File: config.mk
export PLATFORM = sky130hd
export DESIGN_NAME = aiff_chunk_sample_parser_unit
export DESIGN_NICKNAME = d
export VERILOG_FILES = /design/src/rtl/aiff_pkg.sv /design/src/rtl/aiff_rem_unit.sv /design/src/rtl/aiff_chunk_sample_parser_unit.sv
export SDC_FILE = /design/constraint.sdc
export NUM_CORES = 2
export LEC_CHECK = 0
export BUFFER_PORTS_ARGS = -buffer_cell sky130_fd_sc_hd__buf_2
export CAP_MARGIN = 20
export CORE_MARGIN = 1.5
export CORE_UTILIZATION = 58
export DETAILED_ROUTE_END_ITERATION = 16
export PLACE_DENSITY = 0.86
export SLEW_MARGIN = 20
export SYNTH_ARGS = -nofsm -noshare
export SYNTH_HDL_FRONTEND = slang
export SYNTH_SLANG_ARGS = --single-unit
File: constraint.sdc
create_clock -name clk -period 7.3 [get_ports clk]
set_input_delay 2.19 -clock clk [delete_from_list [all_inputs] [get_ports clk]]
set_output_delay 2.19 -clock clk [all_outputs]
set_load 0.02 [all_outputs]
File: src/rtl/aiff_pkg.sv
// shared types, codes and helpers for the aiff chunk sample parser
// no dependencies; used by aiff_rem_unit and aiff_chunk_sample_parser_unit
package aiff_pkg;

	localparam int unsigned MaxChannelsDefault = 16;

	localparam logic [31:0] ID_COMM = 32'h434F4D4D;
	localparam logic [31:0] ID_SSND = 32'h53534E44;

	typedef enum logic [3:0] {
		PH_ID,
		PH_SIZE,
		PH_BODY,
		PH_SSND_HDR,
		PH_SKIP,
		PH_DATA,
		PH_DONE,
		PH_ERR
	} phase_t;

	typedef enum logic [1:0] {
		REM_IDLE,
		REM_LOOP,
		REM_FIX
	} rem_state_t;

	localparam logic [1:0] KIND_SAMPLE = 2'd0;
	localparam logic [1:0] KIND_ERROR  = 2'd1;
	localparam logic [1:0] KIND_DONE   = 2'd2;

	localparam logic [1:0] ERR_BITS    = 2'd0;
	localparam logic [1:0] ERR_CHANS   = 2'd1;
	localparam logic [1:0] ERR_RATE    = 2'd2;
	localparam logic [1:0] ERR_OVERRUN = 2'd3;

	// bit 2 set when the header is bad, low bits give the error code
	function automatic logic [2:0] hdr_check(input logic [15:0] bits, input logic [15:0] chans,
			input logic rate, input logic [15:0] max_ch);
		logic [2:0] r;
		r = 3'b000;
		if (bits != 16'd8 && bits != 16'd16 && bits != 16'd32) begin
			r = {1'b1, ERR_BITS};
		end else if (chans == 16'd0 || chans > max_ch) begin
			r = {1'b1, ERR_CHANS};
		end else if (!rate) begin
			r = {1'b1, ERR_RATE};
		end
		return r;
	endfunction

endpackage

File: src/rtl/aiff_rem_unit.sv
// bit-serial remainder unit that rounds the frame size up to a block size multiple
// depends on aiff_pkg
module aiff_rem_unit #(
	parameter int unsigned MINB_W = 7
) (
	input  logic              clk,
	input  logic              arst_n,
	input  logic              clr,
	input  logic              start,
	input  logic [MINB_W-1:0] minb,
	input  logic [31:0]       divisor,
	output logic              busy,
	output logic [32:0]       stride
);
	import aiff_pkg::*;

	localparam int unsigned CNT_W = $clog2(MINB_W + 1);

	rem_state_t        state_q, state_d;
	logic [31:0]       rem_q, rem_d;
	logic [MINB_W-1:0] dvd_q, dvd_d;
	logic [MINB_W-1:0] minb_q, minb_d;
	logic [31:0]       div_q, div_d;
	logic [CNT_W-1:0]  cnt_q, cnt_d;
	logic [32:0]       stride_q, stride_d;
	logic [32:0]       trial;

	always_ff @(posedge clk or negedge arst_n) begin
		if (!arst_n) begin
			state_q  <= REM_IDLE;
			stride_q <= '0;
			cnt_q    <= '0;
		end else begin
			state_q  <= state_d;
			stride_q <= stride_d;
			cnt_q    <= cnt_d;
		end
	end

	always_ff @(posedge clk) begin
		rem_q  <= rem_d;
		dvd_q  <= dvd_d;
		minb_q <= minb_d;
		div_q  <= div_d;
	end

	always_comb begin
		state_d  = state_q;
		rem_d    = rem_q;
		dvd_d    = dvd_q;
		minb_d   = minb_q;
		div_d    = div_q;
		cnt_d    = cnt_q;
		stride_d = stride_q;
		trial    = {rem_q, dvd_q[MINB_W-1]};
		unique case (state_q)
			REM_IDLE: begin
				if (clr) begin
					stride_d = '0;
				end else if (start) begin
					minb_d = minb;
					div_d  = divisor;
					if (divisor == 32'd0) begin
						stride_d = {{(33-MINB_W){1'b0}}, minb};
					end else begin
						rem_d   = '0;
						dvd_d   = minb;
						cnt_d   = CNT_W'(MINB_W);
						state_d = REM_LOOP;
					end
				end
			end
			REM_LOOP: begin
				if (trial >= {1'b0, div_q}) begin
					trial = trial - {1'b0, div_q};
				end
				rem_d = trial[31:0];
				dvd_d = dvd_q << 1;
				cnt_d = cnt_q - 1'b1;
				if (cnt_q == CNT_W'(1)) begin
					state_d = REM_FIX;
				end
			end
			REM_FIX: begin
				if (rem_q == 32'd0) begin
					stride_d = {{(33-MINB_W){1'b0}}, minb_q};
				end else begin
					stride_d = {{(33-MINB_W){1'b0}}, minb_q} + {1'b0, div_q} - {1'b0, rem_q};
				end
				state_d = REM_IDLE;
			end
			default: state_d = REM_IDLE;
		endcase
	end

	assign busy   = (state_q != REM_IDLE);
	assign stride = stride_q;

endmodule

File: src/rtl/aiff_chunk_sample_parser_unit.sv
// top level of the aiff chunk sample parser: byte sequencer, header registers, result register
// depends on aiff_pkg and aiff_rem_unit
//
// The parser takes one byte of the chunk region per beat while in_stall is low; a result that a
// byte yields is registered and shown in the next cycle. At the last offset/block size byte of a
// sound chunk with a nonzero block size the frame-size rounding runs on the bit-serial remainder
// unit, which holds in_stall high while it runs. A result waits in the output register while
// in_stall stays high until it is taken. Writing region_bytes restarts the parser.
module aiff_chunk_sample_parser_unit #(
	parameter int unsigned MAX_CHANNELS = aiff_pkg::MaxChannelsDefault
) (
	input  logic               clk,
	input  logic               arst_n,
	input  logic               psel,
	input  logic               penable,
	input  logic               pwrite,
	input  logic [2:0]         paddr,
	input  logic [31:0]        pwdata,
	output logic [31:0]        prdata,
	output logic               pready,
	input  logic               in_valid,
	output logic               in_stall,
	input  logic [7:0]         in_byte,
	output logic               out_valid,
	input  logic               out_stall,
	output logic [1:0]         out_kind,
	output logic signed [31:0] sample_value,
	output logic [3:0]         channel_index,
	output logic               frame_last,
	output logic [1:0]         error_code
);
	import aiff_pkg::*;

	localparam int unsigned CH_W   = $clog2(MAX_CHANNELS + 1);
	localparam int unsigned MINB_W = CH_W + 2;
	localparam logic [15:0] MaxCh  = 16'(MAX_CHANNELS);

	logic        cfg_wr;
	logic        in_acc;
	logic        rem_busy;
	logic        rem_start;
	logic [MINB_W-1:0] minb;
	logic [32:0] frame_stride;

	phase_t      phase_q, phase_d;
	logic [31:0] region_bytes_q;
	logic [31:0] fbc_q, fbc_d;
	logic [31:0] chunk_id_q, chunk_id_d;
	logic [31:0] chunk_len_q, chunk_len_d;
	logic [31:0] region_left_q, region_left_d;
	logic [31:0] body_left_q, body_left_d;
	logic [15:0] chan_cnt_q, chan_cnt_d;
	logic [15:0] sample_bits_q, sample_bits_d;
	logic        rate_q, rate_d;
	logic [31:0] skip_q, skip_d;
	logic [31:0] align_q, align_d;
	logic [31:0] sound_left_q, sound_left_d;
	logic [32:0] shift_q, shift_d;
	logic [CH_W-1:0] chan_pos_q, chan_pos_d;
	logic [1:0]  bis_q, bis_d;
	logic [31:0] accum_q, accum_d;
	logic [1:0]  err_q, err_d;

	logic        out_valid_q;
	logic [1:0]  kind_q;
	logic [31:0] value_q;
	logic [3:0]  chidx_q;
	logic        last_q;
	logic [1:0]  code_q;

	logic        emit;
	logic [1:0]  e_kind;
	logic [31:0] e_value;
	logic [3:0]  e_ch;
	logic        e_last;
	logic [1:0]  e_code;

	assign cfg_wr   = psel & penable & pwrite & pready;
	assign pready   = 1'b1;
	assign prdata   = region_bytes_q;
	assign in_stall = rem_busy | (out_valid_q & out_stall);
	assign in_acc   = in_valid & ~in_stall;

	always_comb begin
		unique case (sample_bits_q[5:3])
			3'd4:    minb = {chan_cnt_q[CH_W-1:0], 2'b00};
			3'd2:    minb = {1'b0, chan_cnt_q[CH_W-1:0], 1'b0};
			default: minb = {2'b00, chan_cnt_q[CH_W-1:0]};
		endcase
	end

	aiff_rem_unit #(
		.MINB_W(MINB_W)
	) u_rem (
		.clk    (clk),
		.arst_n (arst_n),
		.clr    (cfg_wr),
		.start  (rem_start),
		.minb   (minb),
		.divisor(align_d),
		.busy   (rem_busy),
		.stride (frame_stride)
	);

	always_comb begin
		logic        do_fin;
		logic        failed;
		logic [2:0]  chk;
		logic [32:0] need;
		logic [31:0] pos;
		logic [31:0] avail;
		logic [2:0]  bps;
		logic [31:0] v;
		logic [32:0] ss_inc;
		phase_d       = phase_q;
		fbc_d         = fbc_q;
		chunk_id_d    = chunk_id_q;
		chunk_len_d   = chunk_len_q;
		region_left_d = region_left_q;
		body_left_d   = body_left_q;
		chan_cnt_d    = chan_cnt_q;
		sample_bits_d = sample_bits_q;
		rate_d        = rate_q;
		skip_d        = skip_q;
		align_d       = align_q;
		sound_left_d  = sound_left_q;
		shift_d       = shift_q;
		chan_pos_d    = chan_pos_q;
		bis_d         = bis_q;
		accum_d       = accum_q;
		err_d         = err_q;
		emit          = 1'b0;
		e_kind        = KIND_SAMPLE;
		e_value       = '0;
		e_ch          = '0;
		e_last        = 1'b0;
		e_code        = '0;
		rem_start     = 1'b0;
		do_fin        = 1'b0;
		failed        = 1'b0;
		chk           = '0;
		need          = '0;
		pos           = fbc_q;
		avail         = chunk_len_q - 32'd8;
		bps           = sample_bits_q[5:3];
		v             = '0;
		ss_inc        = shift_q + 33'd1;
		if (in_acc) begin
			unique case (phase_q)
				PH_ERR: begin
					emit   = 1'b1;
					e_kind = KIND_ERROR;
					e_code = err_q;
				end
				PH_DONE: begin
					emit   = 1'b1;
					e_kind = KIND_DONE;
				end
				PH_ID: begin
					if (fbc_q == 32'd0 && region_left_q == 32'd0) begin
						phase_d = PH_DONE;
						emit    = 1'b1;
						e_kind  = KIND_DONE;
					end else if (fbc_q == 32'd0 && region_left_q < 32'd8) begin
						failed = 1'b1;
						chk    = {1'b1, ERR_OVERRUN};
					end else begin
						chunk_id_d    = {chunk_id_q[23:0], in_byte};
						region_left_d = region_left_q - 32'd1;
						fbc_d         = fbc_q + 32'd1;
						if (fbc_q == 32'd3) begin
							fbc_d       = '0;
							chunk_len_d = '0;
							phase_d     = PH_SIZE;
						end
					end
				end
				PH_SIZE: begin
					chunk_len_d   = {chunk_len_q[23:0], in_byte};
					region_left_d = region_left_q - 32'd1;
					fbc_d         = fbc_q + 32'd1;
					if (fbc_q == 32'd3) begin
						fbc_d       = '0;
						need        = {1'b0, chunk_len_d} + {32'd0, chunk_len_d[0]};
						body_left_d = need[31:0];
						if (need > {1'b0, region_left_d}) begin
							failed = 1'b1;
							chk    = {1'b1, ERR_OVERRUN};
						end else begin
							if (chunk_id_q == ID_COMM) begin
								chan_cnt_d    = '0;
								sample_bits_d = '0;
								rate_d        = 1'b0;
								phase_d       = PH_BODY;
							end else if (chunk_id_q == ID_SSND) begin
								chk = hdr_check(sample_bits_q, chan_cnt_q, rate_q, MaxCh);
								if (chk[2]) begin
									failed = 1'b1;
								end else begin
									skip_d  = '0;
									align_d = '0;
									phase_d = PH_SSND_HDR;
								end
							end else begin
								phase_d = PH_BODY;
							end
							if (!failed && need == 33'd0) begin
								do_fin = 1'b1;
							end
						end
					end
				end
				default: begin
					region_left_d = region_left_q - 32'd1;
					body_left_d   = body_left_q - 32'd1;
					if (chunk_id_q == ID_COMM) begin
						if (pos < chunk_len_q) begin
							if (pos < 32'd2) begin
								chan_cnt_d = {chan_cnt_q[7:0], in_byte};
							end else if (pos == 32'd6 || pos == 32'd7) begin
								sample_bits_d = {sample_bits_q[7:0], in_byte};
							end else if (pos == 32'd8) begin
								if (in_byte[6:0] != 7'd0) rate_d = 1'b1;
							end else if (pos > 32'd8 && pos < 32'd18) begin
								if (in_byte != 8'd0) rate_d = 1'b1;
							end
						end
					end else if (phase_q == PH_SSND_HDR) begin
						if (pos < chunk_len_q) begin
							if (pos < 32'd4) begin
								skip_d = {skip_q[23:0], in_byte};
							end else if (pos < 32'd8) begin
								align_d = {align_q[23:0], in_byte};
							end
							if (pos == 32'd7) begin
								sound_left_d = (avail >= skip_d) ? avail - skip_d : 32'd0;
								shift_d      = '0;
								bis_d        = '0;
								accum_d      = '0;
								chan_pos_d   = '0;
								phase_d      = (skip_d != 32'd0) ? PH_SKIP : PH_DATA;
								rem_start    = 1'b1;
							end
						end
					end else if (phase_q == PH_SKIP) begin
						skip_d = skip_q - 32'd1;
						if (skip_d == 32'd0) phase_d = PH_DATA;
					end else if (phase_q == PH_DATA) begin
						if (shift_q == 33'd0 && (frame_stride == 33'd0 ||
								{1'b0, sound_left_q} < frame_stride)) begin
							phase_d = PH_BODY;
						end else begin
							if (shift_q < {{(33-MINB_W){1'b0}}, minb}) begin
								accum_d = {accum_q[23:0], in_byte};
								bis_d   = bis_q + 2'd1;
								if ({1'b0, bis_q} + 3'd1 >= bps) begin
									v = accum_d;
									if (bps == 3'd1 && v[7]) v[31:8] = '1;
									if (bps == 3'd2 && v[15]) v[31:16] = '1;
									emit    = 1'b1;
									e_kind  = KIND_SAMPLE;
									e_value = v;
									e_ch    = 4'(chan_pos_q);
									e_last  = (16'(chan_pos_q) + 16'd1 >= chan_cnt_q);
									chan_pos_d = e_last ? '0 : chan_pos_q + 1'b1;
									bis_d   = '0;
									accum_d = '0;
								end
							end
							shift_d = ss_inc;
							if (ss_inc >= frame_stride) begin
								shift_d      = '0;
								sound_left_d = sound_left_q - frame_stride[31:0];
							end
						end
					end
					fbc_d = fbc_q + 32'd1;
					if (body_left_d == 32'd0) do_fin = 1'b1;
				end
			endcase
			if (do_fin) begin
				if (chunk_id_d == ID_COMM) begin
					chk = hdr_check(sample_bits_d, chan_cnt_d, rate_d, MaxCh);
					if (chk[2]) failed = 1'b1;
				end
				if (!failed) begin
					phase_d    = PH_ID;
					fbc_d      = '0;
					chunk_id_d = '0;
					if (region_left_d == 32'd0) begin
						phase_d = PH_DONE;
						if (!emit) begin
							emit   = 1'b1;
							e_kind = KIND_DONE;
						end
					end
				end
			end
			if (failed) begin
				phase_d = PH_ERR;
				err_d   = chk[1:0];
				emit    = 1'b1;
				e_kind  = KIND_ERROR;
				e_value = '0;
				e_ch    = '0;
				e_last  = 1'b0;
				e_code  = chk[1:0];
			end
		end
	end

	always_ff @(posedge clk or negedge arst_n) begin
		if (!arst_n) begin
			phase_q        <= PH_ID;
			region_bytes_q <= '0;
			fbc_q          <= '0;
			chunk_id_q     <= '0;
			chunk_len_q    <= '0;
			region_left_q  <= '0;
			body_left_q    <= '0;
			chan_cnt_q     <= '0;
			sample_bits_q  <= '0;
			rate_q         <= 1'b0;
			skip_q         <= '0;
			align_q        <= '0;
			sound_left_q   <= '0;
			shift_q        <= '0;
			chan_pos_q     <= '0;
			bis_q          <= '0;
			accum_q        <= '0;
			err_q          <= '0;
			out_valid_q    <= 1'b0;
		end else if (cfg_wr && paddr[2] == 1'b0) begin
			phase_q        <= PH_ID;
			region_bytes_q <= pwdata;
			fbc_q          <= '0;
			chunk_id_q     <= '0;
			chunk_len_q    <= '0;
			region_left_q  <= pwdata;
			body_left_q    <= '0;
			chan_cnt_q     <= '0;
			sample_bits_q  <= '0;
			rate_q         <= 1'b0;
			skip_q         <= '0;
			align_q        <= '0;
			sound_left_q   <= '0;
			shift_q        <= '0;
			chan_pos_q     <= '0;
			bis_q          <= '0;
			accum_q        <= '0;
			err_q          <= '0;
			out_valid_q    <= out_valid_q & out_stall;
		end else begin
			phase_q       <= phase_d;
			fbc_q         <= fbc_d;
			chunk_id_q    <= chunk_id_d;
			chunk_len_q   <= chunk_len_d;
			region_left_q <= region_left_d;
			body_left_q   <= body_left_d;
			chan_cnt_q    <= chan_cnt_d;
			sample_bits_q <= sample_bits_d;
			rate_q        <= rate_d;
			skip_q        <= skip_d;
			align_q       <= align_d;
			sound_left_q  <= sound_left_d;
			shift_q       <= shift_d;
			chan_pos_q    <= chan_pos_d;
			bis_q         <= bis_d;
			accum_q       <= accum_d;
			err_q         <= err_d;
			if (emit) begin
				out_valid_q <= 1'b1;
			end else if (out_valid_q && !out_stall) begin
				out_valid_q <= 1'b0;
			end
		end
	end

	always_ff @(posedge clk) begin
		if (emit) begin
			kind_q  <= e_kind;
			value_q <= e_value;
			chidx_q <= e_ch;
			last_q  <= e_last;
			code_q  <= e_code;
		end
	end

	assign out_valid     = out_valid_q;
	assign out_kind      = kind_q;
	assign sample_value  = value_q;
	assign channel_index = chidx_q;
	assign frame_last    = last_q;
	assign error_code    = code_q;

	// no byte taken while the remainder unit runs
	a_rem_blocks: assert property (@(posedge clk) disable iff (!arst_n)
		rem_busy |-> in_stall)
		else $error("byte accepted during block size rounding");

	// a byte in the finished state answers region finished
	a_done_beat: assert property (@(posedge clk) disable iff (!arst_n)
		(in_acc && phase_q == PH_DONE && !cfg_wr) |=> (out_valid && out_kind == KIND_DONE))
		else $error("finished region did not answer");

	// a latched error repeats its code
	a_err_beat: assert property (@(posedge clk) disable iff (!arst_n)
		(in_acc && phase_q == PH_ERR && !cfg_wr) |=>
		(out_valid && out_kind == KIND_ERROR && error_code == $past(err_q)))
		else $error("latched error not repeated");

	// a new result never lands on one still waiting
	a_no_overwrite: assert property (@(posedge clk) disable iff (!arst_n)
		(out_valid_q && out_stall) |-> !emit)
		else $error("pending result overwritten");

endmodule

==> flow_summary.html <==
<table>
<tr><th>Metric</th><th>Value</th></tr>
<tr><th colspan="2">Status</th></tr>
<tr><td>Run status</td><td>complete, no violations</td></tr>
<tr><th colspan="2">Critical path</th></tr>
<tr><td>Data required time at the worst endpoint</td><td>7.72 ns</td></tr>
<tr><td>Critical path start-end classification</td><td>in2reg</td></tr>
<tr><td>Critical path's slowest cell</td><td>sky130_fd_sc_hd__or4_1</td></tr>
<tr><td>Slack of the worst reg-to-reg path</td><td>0.95 ns</td></tr>
<tr><td>Launching element type of the critical path</td><td>input port</td></tr>
<tr><td>Longest individual stage delay on the worst path</td><td>0.56 ns</td></tr>
<tr><td>Largest delay share family, worst path</td><td>simple AND/OR/NAND/NOR gates</td></tr>
<tr><td>RR Endpoint</td><td>sample_value[17]</td></tr>
<tr><td>Kind of end point of the critical path</td><td>flip-flop</td></tr>
<tr><td>R2r startpoint</td><td>region_left_q[17]</td></tr>
<tr><td>CP Buf/Inv Count</td><td>4</td></tr>
<tr><td>Cell breakdown of the critical path</td><td>buf_2 -&gt; ha_1 -&gt; and4_1 -&gt; nand4_1 -&gt; or4_1 -&gt; xnor2_1 -&gt; ha_1 -&gt; nand3_1 -&gt; nor3_2 -&gt; nand3_1 -&gt; a2111o_1 -&gt; o21ba_2 -&gt; a32oi_2 -&gt; nand2_1 -&gt; buf_4 -&gt; a31oi_4 -&gt; and3_1 -&gt; nand3_4 -&gt; nor4b_1 -&gt; buf_4 -&gt; nor3_4 -&gt; buf_12</td></tr>
<tr><td>Worst setup path startpoint</td><td>in_byte[0]</td></tr>
<tr><td>Data arrival time of the worst path</td><td>7.32 ns</td></tr>
<tr><td>Peak fanout along the critical path</td><td>22</td></tr>
<tr><td>R2R cell count</td><td>24</td></tr>
<tr><th colspan="2">Clock tree</th></tr>
<tr><td>Inserted Clock Buffers</td><td>61</td></tr>
<tr><td>Clk sink count</td><td>549</td></tr>
<tr><td>Maximum level of the CTS H-tree</td><td>2</td></tr>
<tr><td>Latest clock arrival within the worst-skew pair</td><td>0.68 ns</td></tr>
<tr><td>Clock tree from TritonCTS</td><td>yes</td></tr>
<tr><td>Post-CTS setup repair buffer count</td><td>0</td></tr>
<tr><td>Hold_buf cts</td><td>0</td></tr>
<tr><td>Reg clk slew, reported paths</td><td>0.06 ns</td></tr>
<tr><td>Max Buffers Root-to-Sink</td><td>3</td></tr>
<tr><td>Clock tree root buffer cell</td><td>sky130_fd_sc_hd__clkbuf_16</td></tr>
<tr><td>Number of gates resized after CTS</td><td>0</td></tr>
<tr><th colspan="2">Route</th></tr>
<tr><td>Detailed-route wire length</td><td>123200 microns</td></tr>
<tr><td>First-pass iteration count of the detailed router</td><td>8</td></tr>
<tr><td>Detailed-route vias per instance</td><td>6.625</td></tr>
<tr><td>Detail Route Antenna Nets</td><td>0</td></tr>
<tr><td>Number of vias in the routed layout</td><td>37178</td></tr>
<tr><td>Remaining routing DRC violations</td><td>0</td></tr>
<tr><td>First-iteration detailed-routing DRC count</td><td>4419</td></tr>
<tr><td>Routed wire per std cell</td><td>21.96 microns</td></tr>
<tr><th colspan="2">Synth</th></tr>
<tr><td>Sequential area share after synthesis</td><td>36.01%</td></tr>
<tr><td>Fraction of synthesized cell area taken by the top area cell type</td><td>27.04%</td></tr>
<tr><td>Synthesis-stage register bit count</td><td>549</td></tr>
<tr><td>Warnings, synthesis</td><td>0</td></tr>
<tr><td>Mapped Nets</td><td>4958</td></tr>
<tr><td>Mapped Avg Cell Area</td><td>8.622 sq um</td></tr>
<tr><td>Distinct cells, synth</td><td>105</td></tr>
<tr><td>Asr flop ratio synth</td><td>78.32%</td></tr>
<tr><td>Largest area contributor in the netlist</td><td>sky130_fd_sc_hd__dfrtp_1</td></tr>
<tr><td>Post-Synthesis Cells</td><td>4616</td></tr>
<tr><td>Post-synthesis instance area</td><td>39800 sq um</td></tr>
<tr><td>Number of enable flip-flop cells after synthesis</td><td>119</td></tr>
<tr><td>Leading register cell type out of synthesis</td><td>sky130_fd_sc_hd__dfrtp_1</td></tr>
<tr><td>Top cells by area, synth</td><td>sky130_fd_sc_hd__dfrtp_1, sky130_fd_sc_hd__edfxtp_1, sky130_fd_sc_hd__ha_1</td></tr>
<tr><th colspan="2">Global route</th></tr>
<tr><td>Overall track demand over capacity in global routing</td><td>34.62%</td></tr>
<tr><td>Met2 usage</td><td>53.66%</td></tr>
<tr><td>GR Layer Usage met1</td><td>46.97%</td></tr>
<tr><td>Global route overflow</td><td>0</td></tr>
<tr><td>First-pass GRT wire length</td><td>194300 microns</td></tr>
<tr><td>Met3 usage</td><td>6.419%</td></tr>
<tr><td>Maximum number of pins on one net before global-route repair</td><td>130</td></tr>
<tr><td>Most utilized layer in the global route result</td><td>met2</td></tr>
<tr><td>Number of global-route vias before repair</td><td>35181</td></tr>
<tr><td>Initial antenna violation count</td><td>1</td></tr>
<tr><th colspan="2">Timing</th></tr>
<tr><td>Final clock skew</td><td>0.06108 ns</td></tr>
<tr><td>RSZ-0062 raised after global routing</td><td>false</td></tr>
<tr><td>Final number of hold-violating endpoints</td><td>0</td></tr>
<tr><td>Slew Viols, Final</td><td>0</td></tr>
<tr><td>Final Critical Period</td><td>6.896 ns</td></tr>
<tr><td>Setup violation total in the final timing report</td><td>0</td></tr>
<tr><td>Max-Slew Margin vs Limit</td><td>30.22%</td></tr>
<tr><td>Summed negative setup slack over all endpoints</td><td>0 ns</td></tr>
<tr><td>Peak Freq</td><td>145.0 MHz</td></tr>
<tr><td>Slew @ Worst Pin</td><td>1.036 ns</td></tr>
<tr><td>WHS</td><td>0.4749 ns</td></tr>
<tr><td>Portion of the clock cycle consumed by the worst path in the final layout</td><td>94.46%</td></tr>
<tr><th colspan="2">Power and ir drop</th></tr>
<tr><td>Design Power</td><td>15.78 mW</td></tr>
<tr><td>Reported leakage power</td><td>19.27 nW</td></tr>
<tr><td>Worst ir drop on vdd</td><td>0.3068 mV</td></tr>
<tr><td>PD cells</td><td>359.3 nW/um^2</td></tr>
<tr><th colspan="2">Placement</th></tr>
<tr><td>Count of placed standard cells including taps</td><td>5496</td></tr>
<tr><td>Number of port buffers</td><td>122</td></tr>
<tr><td>Hpwl dp</td><td>89200 microns</td></tr>
<tr><td>Gpl congestion</td><td>1.036</td></tr>
<tr><th colspan="2">Floorplanning</th></tr>
<tr><td>Height of the chip</td><td>265.0 microns</td></tr>
<tr><td>Initial Util</td><td>58.95%</td></tr>
<tr><td>Die area</td><td>70200 sq um</td></tr>
<tr><td>Core region area</td><td>67510 sq um</td></tr>
<tr><td>I/O pin count</td><td>126</td></tr>
<tr><td>Chip width</td><td>265.0 microns</td></tr>
<tr><td>Row count</td><td>95</td></tr>
<tr><th colspan="2">Min path</th></tr>
<tr><td>Hold Path End</td><td>prdata[31]</td></tr>
<tr><td>Number of cells on the worst hold path</td><td>2</td></tr>
<tr><td>Worst hold-check path type</td><td>reg2reg</td></tr>
<tr><td>Hold path startpoint</td><td>prdata[31]</td></tr>
<tr><th colspan="2">Cells and area</th></tr>
<tr><td>Layout area overhead</td><td>10.31%</td></tr>
<tr><td>Net count reported at finish</td><td>5029</td></tr>
<tr><td>Fraction of final layout cells sized beyond drive strength 1</td><td>9.496%</td></tr>
<tr><td>Number of diodes added for antenna fixing</td><td>0</td></tr>
<tr><td>Filler instances</td><td>5411</td></tr>
<tr><td>Final core area utilization</td><td>65.03%</td></tr>
<tr><td>Fin cells</td><td>5612</td></tr>
<tr><th colspan="2">Run</th></tr>
<tr><td>Max-cap violations</td><td>0</td></tr>
</table>
## worst max path at each step
stage,cells after the start,to,slack (ns)
floorplan,22,channel_index[0],0.01
global placement,22,sample_value[18],-0.06
detailed placement,22,sample_value[26],-0.1
CTS,22,sample_value[15],0.56
global route,25,sample_value[11],0.21
finish,22,sample_value[17],0.40
## layout by cell type (no fill, tap or decap), drive strengths merged, types with 35 or more instances in the layout
master,n
a211oi,39
a21o,78
a21oi,246
a22o,124
a22oi,35
a31oi,51
a32o,38
and2,80
and3,50
buf,257
clkbuf,73
dfrtp,430
edfxtp,119
ha,282
inv,244
mux2i,64
nand2,462
nand2b,40
nand3,128
nand4,80
nor2,408
nor2b,36
nor3,134
nor4,107
o21a,72
o21ai,359
or3,39
xnor2,192
xor2,83
## flip-flops by register name, indices dropped and copies added, names as in the netlist, 7 cells and up
register and count:
accum_q 24, align_q 32, body_left_q 32, chan_cnt_q 16, chunk_id_q 32, chunk_len_q 32
fbc_q 32, prdata 32, region_left_q 32, sample_bits_q 16, sample_value 32, shift_q 33
skip_q 32, sound_left_q 32, u_rem.div_q 32, u_rem.dvd_q 7, u_rem.minb_q 7, u_rem.rem_q 32
u_rem.stride 33
## worst min-delay path: cells and delay by family, from the launching register on
kind,cells,cell delay (ns)
flip-flops,1,0.34
AND/OR/NAND/NOR,2,0.10
## cell families after synthesis
kind of cell,share of synthesized area (%)
AND/OR/NAND/NOR,21.12
AO/OA/AOI/OAI,20.77
flip-flops,36.01
buffers and inverters,4.910
adder cells (fa/ha/maj),9.368
XOR/XNOR,6.052
multiplexers,1.751
other,0.009422
## report_power, final
part           switching [mW]  total [mW]  internal, mW
logic                    4.90        7.97          3.08
registers               0.820        4.45          3.63
clock network            1.40        3.35          1.95
## layout make-up
class / count / area, sq um / share of cell area [%]
Sequential cell: 549 / 14330 / 32.65
Clock inverter: 42 / 500.5 / 1.140
Tap cell: 873 / 1092 / 2.488
Timing Repair Buffer: 257 / 1754 / 3.995
Clock buffer: 73 / 1664 / 3.790
Multi-Input combinational cell: 3573 / 23640 / 53.85
Inverter: 245 / 919.6 / 2.095
## Yosys cell counts, types with 10 or more instances
master	count
sky130_fd_sc_hd__o21bai_1	17
sky130_fd_sc_hd__and3_1	50
sky130_fd_sc_hd__or3_1	37
sky130_fd_sc_hd__o2111ai_1	12
sky130_fd_sc_hd__or2_2	19
sky130_fd_sc_hd__xnor2_1	192
sky130_fd_sc_hd__o21a_1	72
sky130_fd_sc_hd__buf_2	29
sky130_fd_sc_hd__a22o_1	124
sky130_fd_sc_hd__nor2b_1	36
sky130_fd_sc_hd__or4_1	20
sky130_fd_sc_hd__edfxtp_1	119
sky130_fd_sc_hd__a21oi_1	245
sky130_fd_sc_hd__clkbuf_1	197
sky130_fd_sc_hd__and4_1	19
sky130_fd_sc_hd__o21ai_1	29
sky130_fd_sc_hd__o31ai_1	33
sky130_fd_sc_hd__o221ai_1	21
sky130_fd_sc_hd__o22ai_1	16
sky130_fd_sc_hd__a22oi_1	35
sky130_fd_sc_hd__a32o_1	38
sky130_fd_sc_hd__o21ai_0	330
sky130_fd_sc_hd__a211oi_1	37
sky130_fd_sc_hd__fa_1	10
sky130_fd_sc_hd__nor4b_1	10
sky130_fd_sc_hd__a31oi_1	50
sky130_fd_sc_hd__mux2i_1	64
sky130_fd_sc_hd__buf_1	12
sky130_fd_sc_hd__inv_1	241
sky130_fd_sc_hd__o211ai_1	19
sky130_fd_sc_hd__dfrtp_1	430
sky130_fd_sc_hd__xor2_1	83
sky130_fd_sc_hd__nand4_1	79
sky130_fd_sc_hd__nand4b_1	12
sky130_fd_sc_hd__nor4_1	102
sky130_fd_sc_hd__nand2b_1	40
sky130_fd_sc_hd__and2_1	72
sky130_fd_sc_hd__nor3b_1	17
sky130_fd_sc_hd__nand3_1	126
sky130_fd_sc_hd__ha_1	282
sky130_fd_sc_hd__nor2_1	407
sky130_fd_sc_hd__nor3_1	131
sky130_fd_sc_hd__a21o_1	78
sky130_fd_sc_hd__nand2_1	462
## metrics by stage
stage	setup slack, ns	instance area (sq um)
2_1_floorplan	0.01086	39860
3_3_place_gp	-0.06154	41720
3_5_place_dp	-0.09904	41720
4_1_cts	0.5624	43890
5_1_grt	0.2093	43910
6_report	0.4042	43910
## layer usage
layer	vias up	share of wire [%]
met1	17772	40
met2	2025	44
met4	4	5.2
met3	425	10
li1	16952	-
met5	-	0.020
Power figures use the tool's default switching activity.
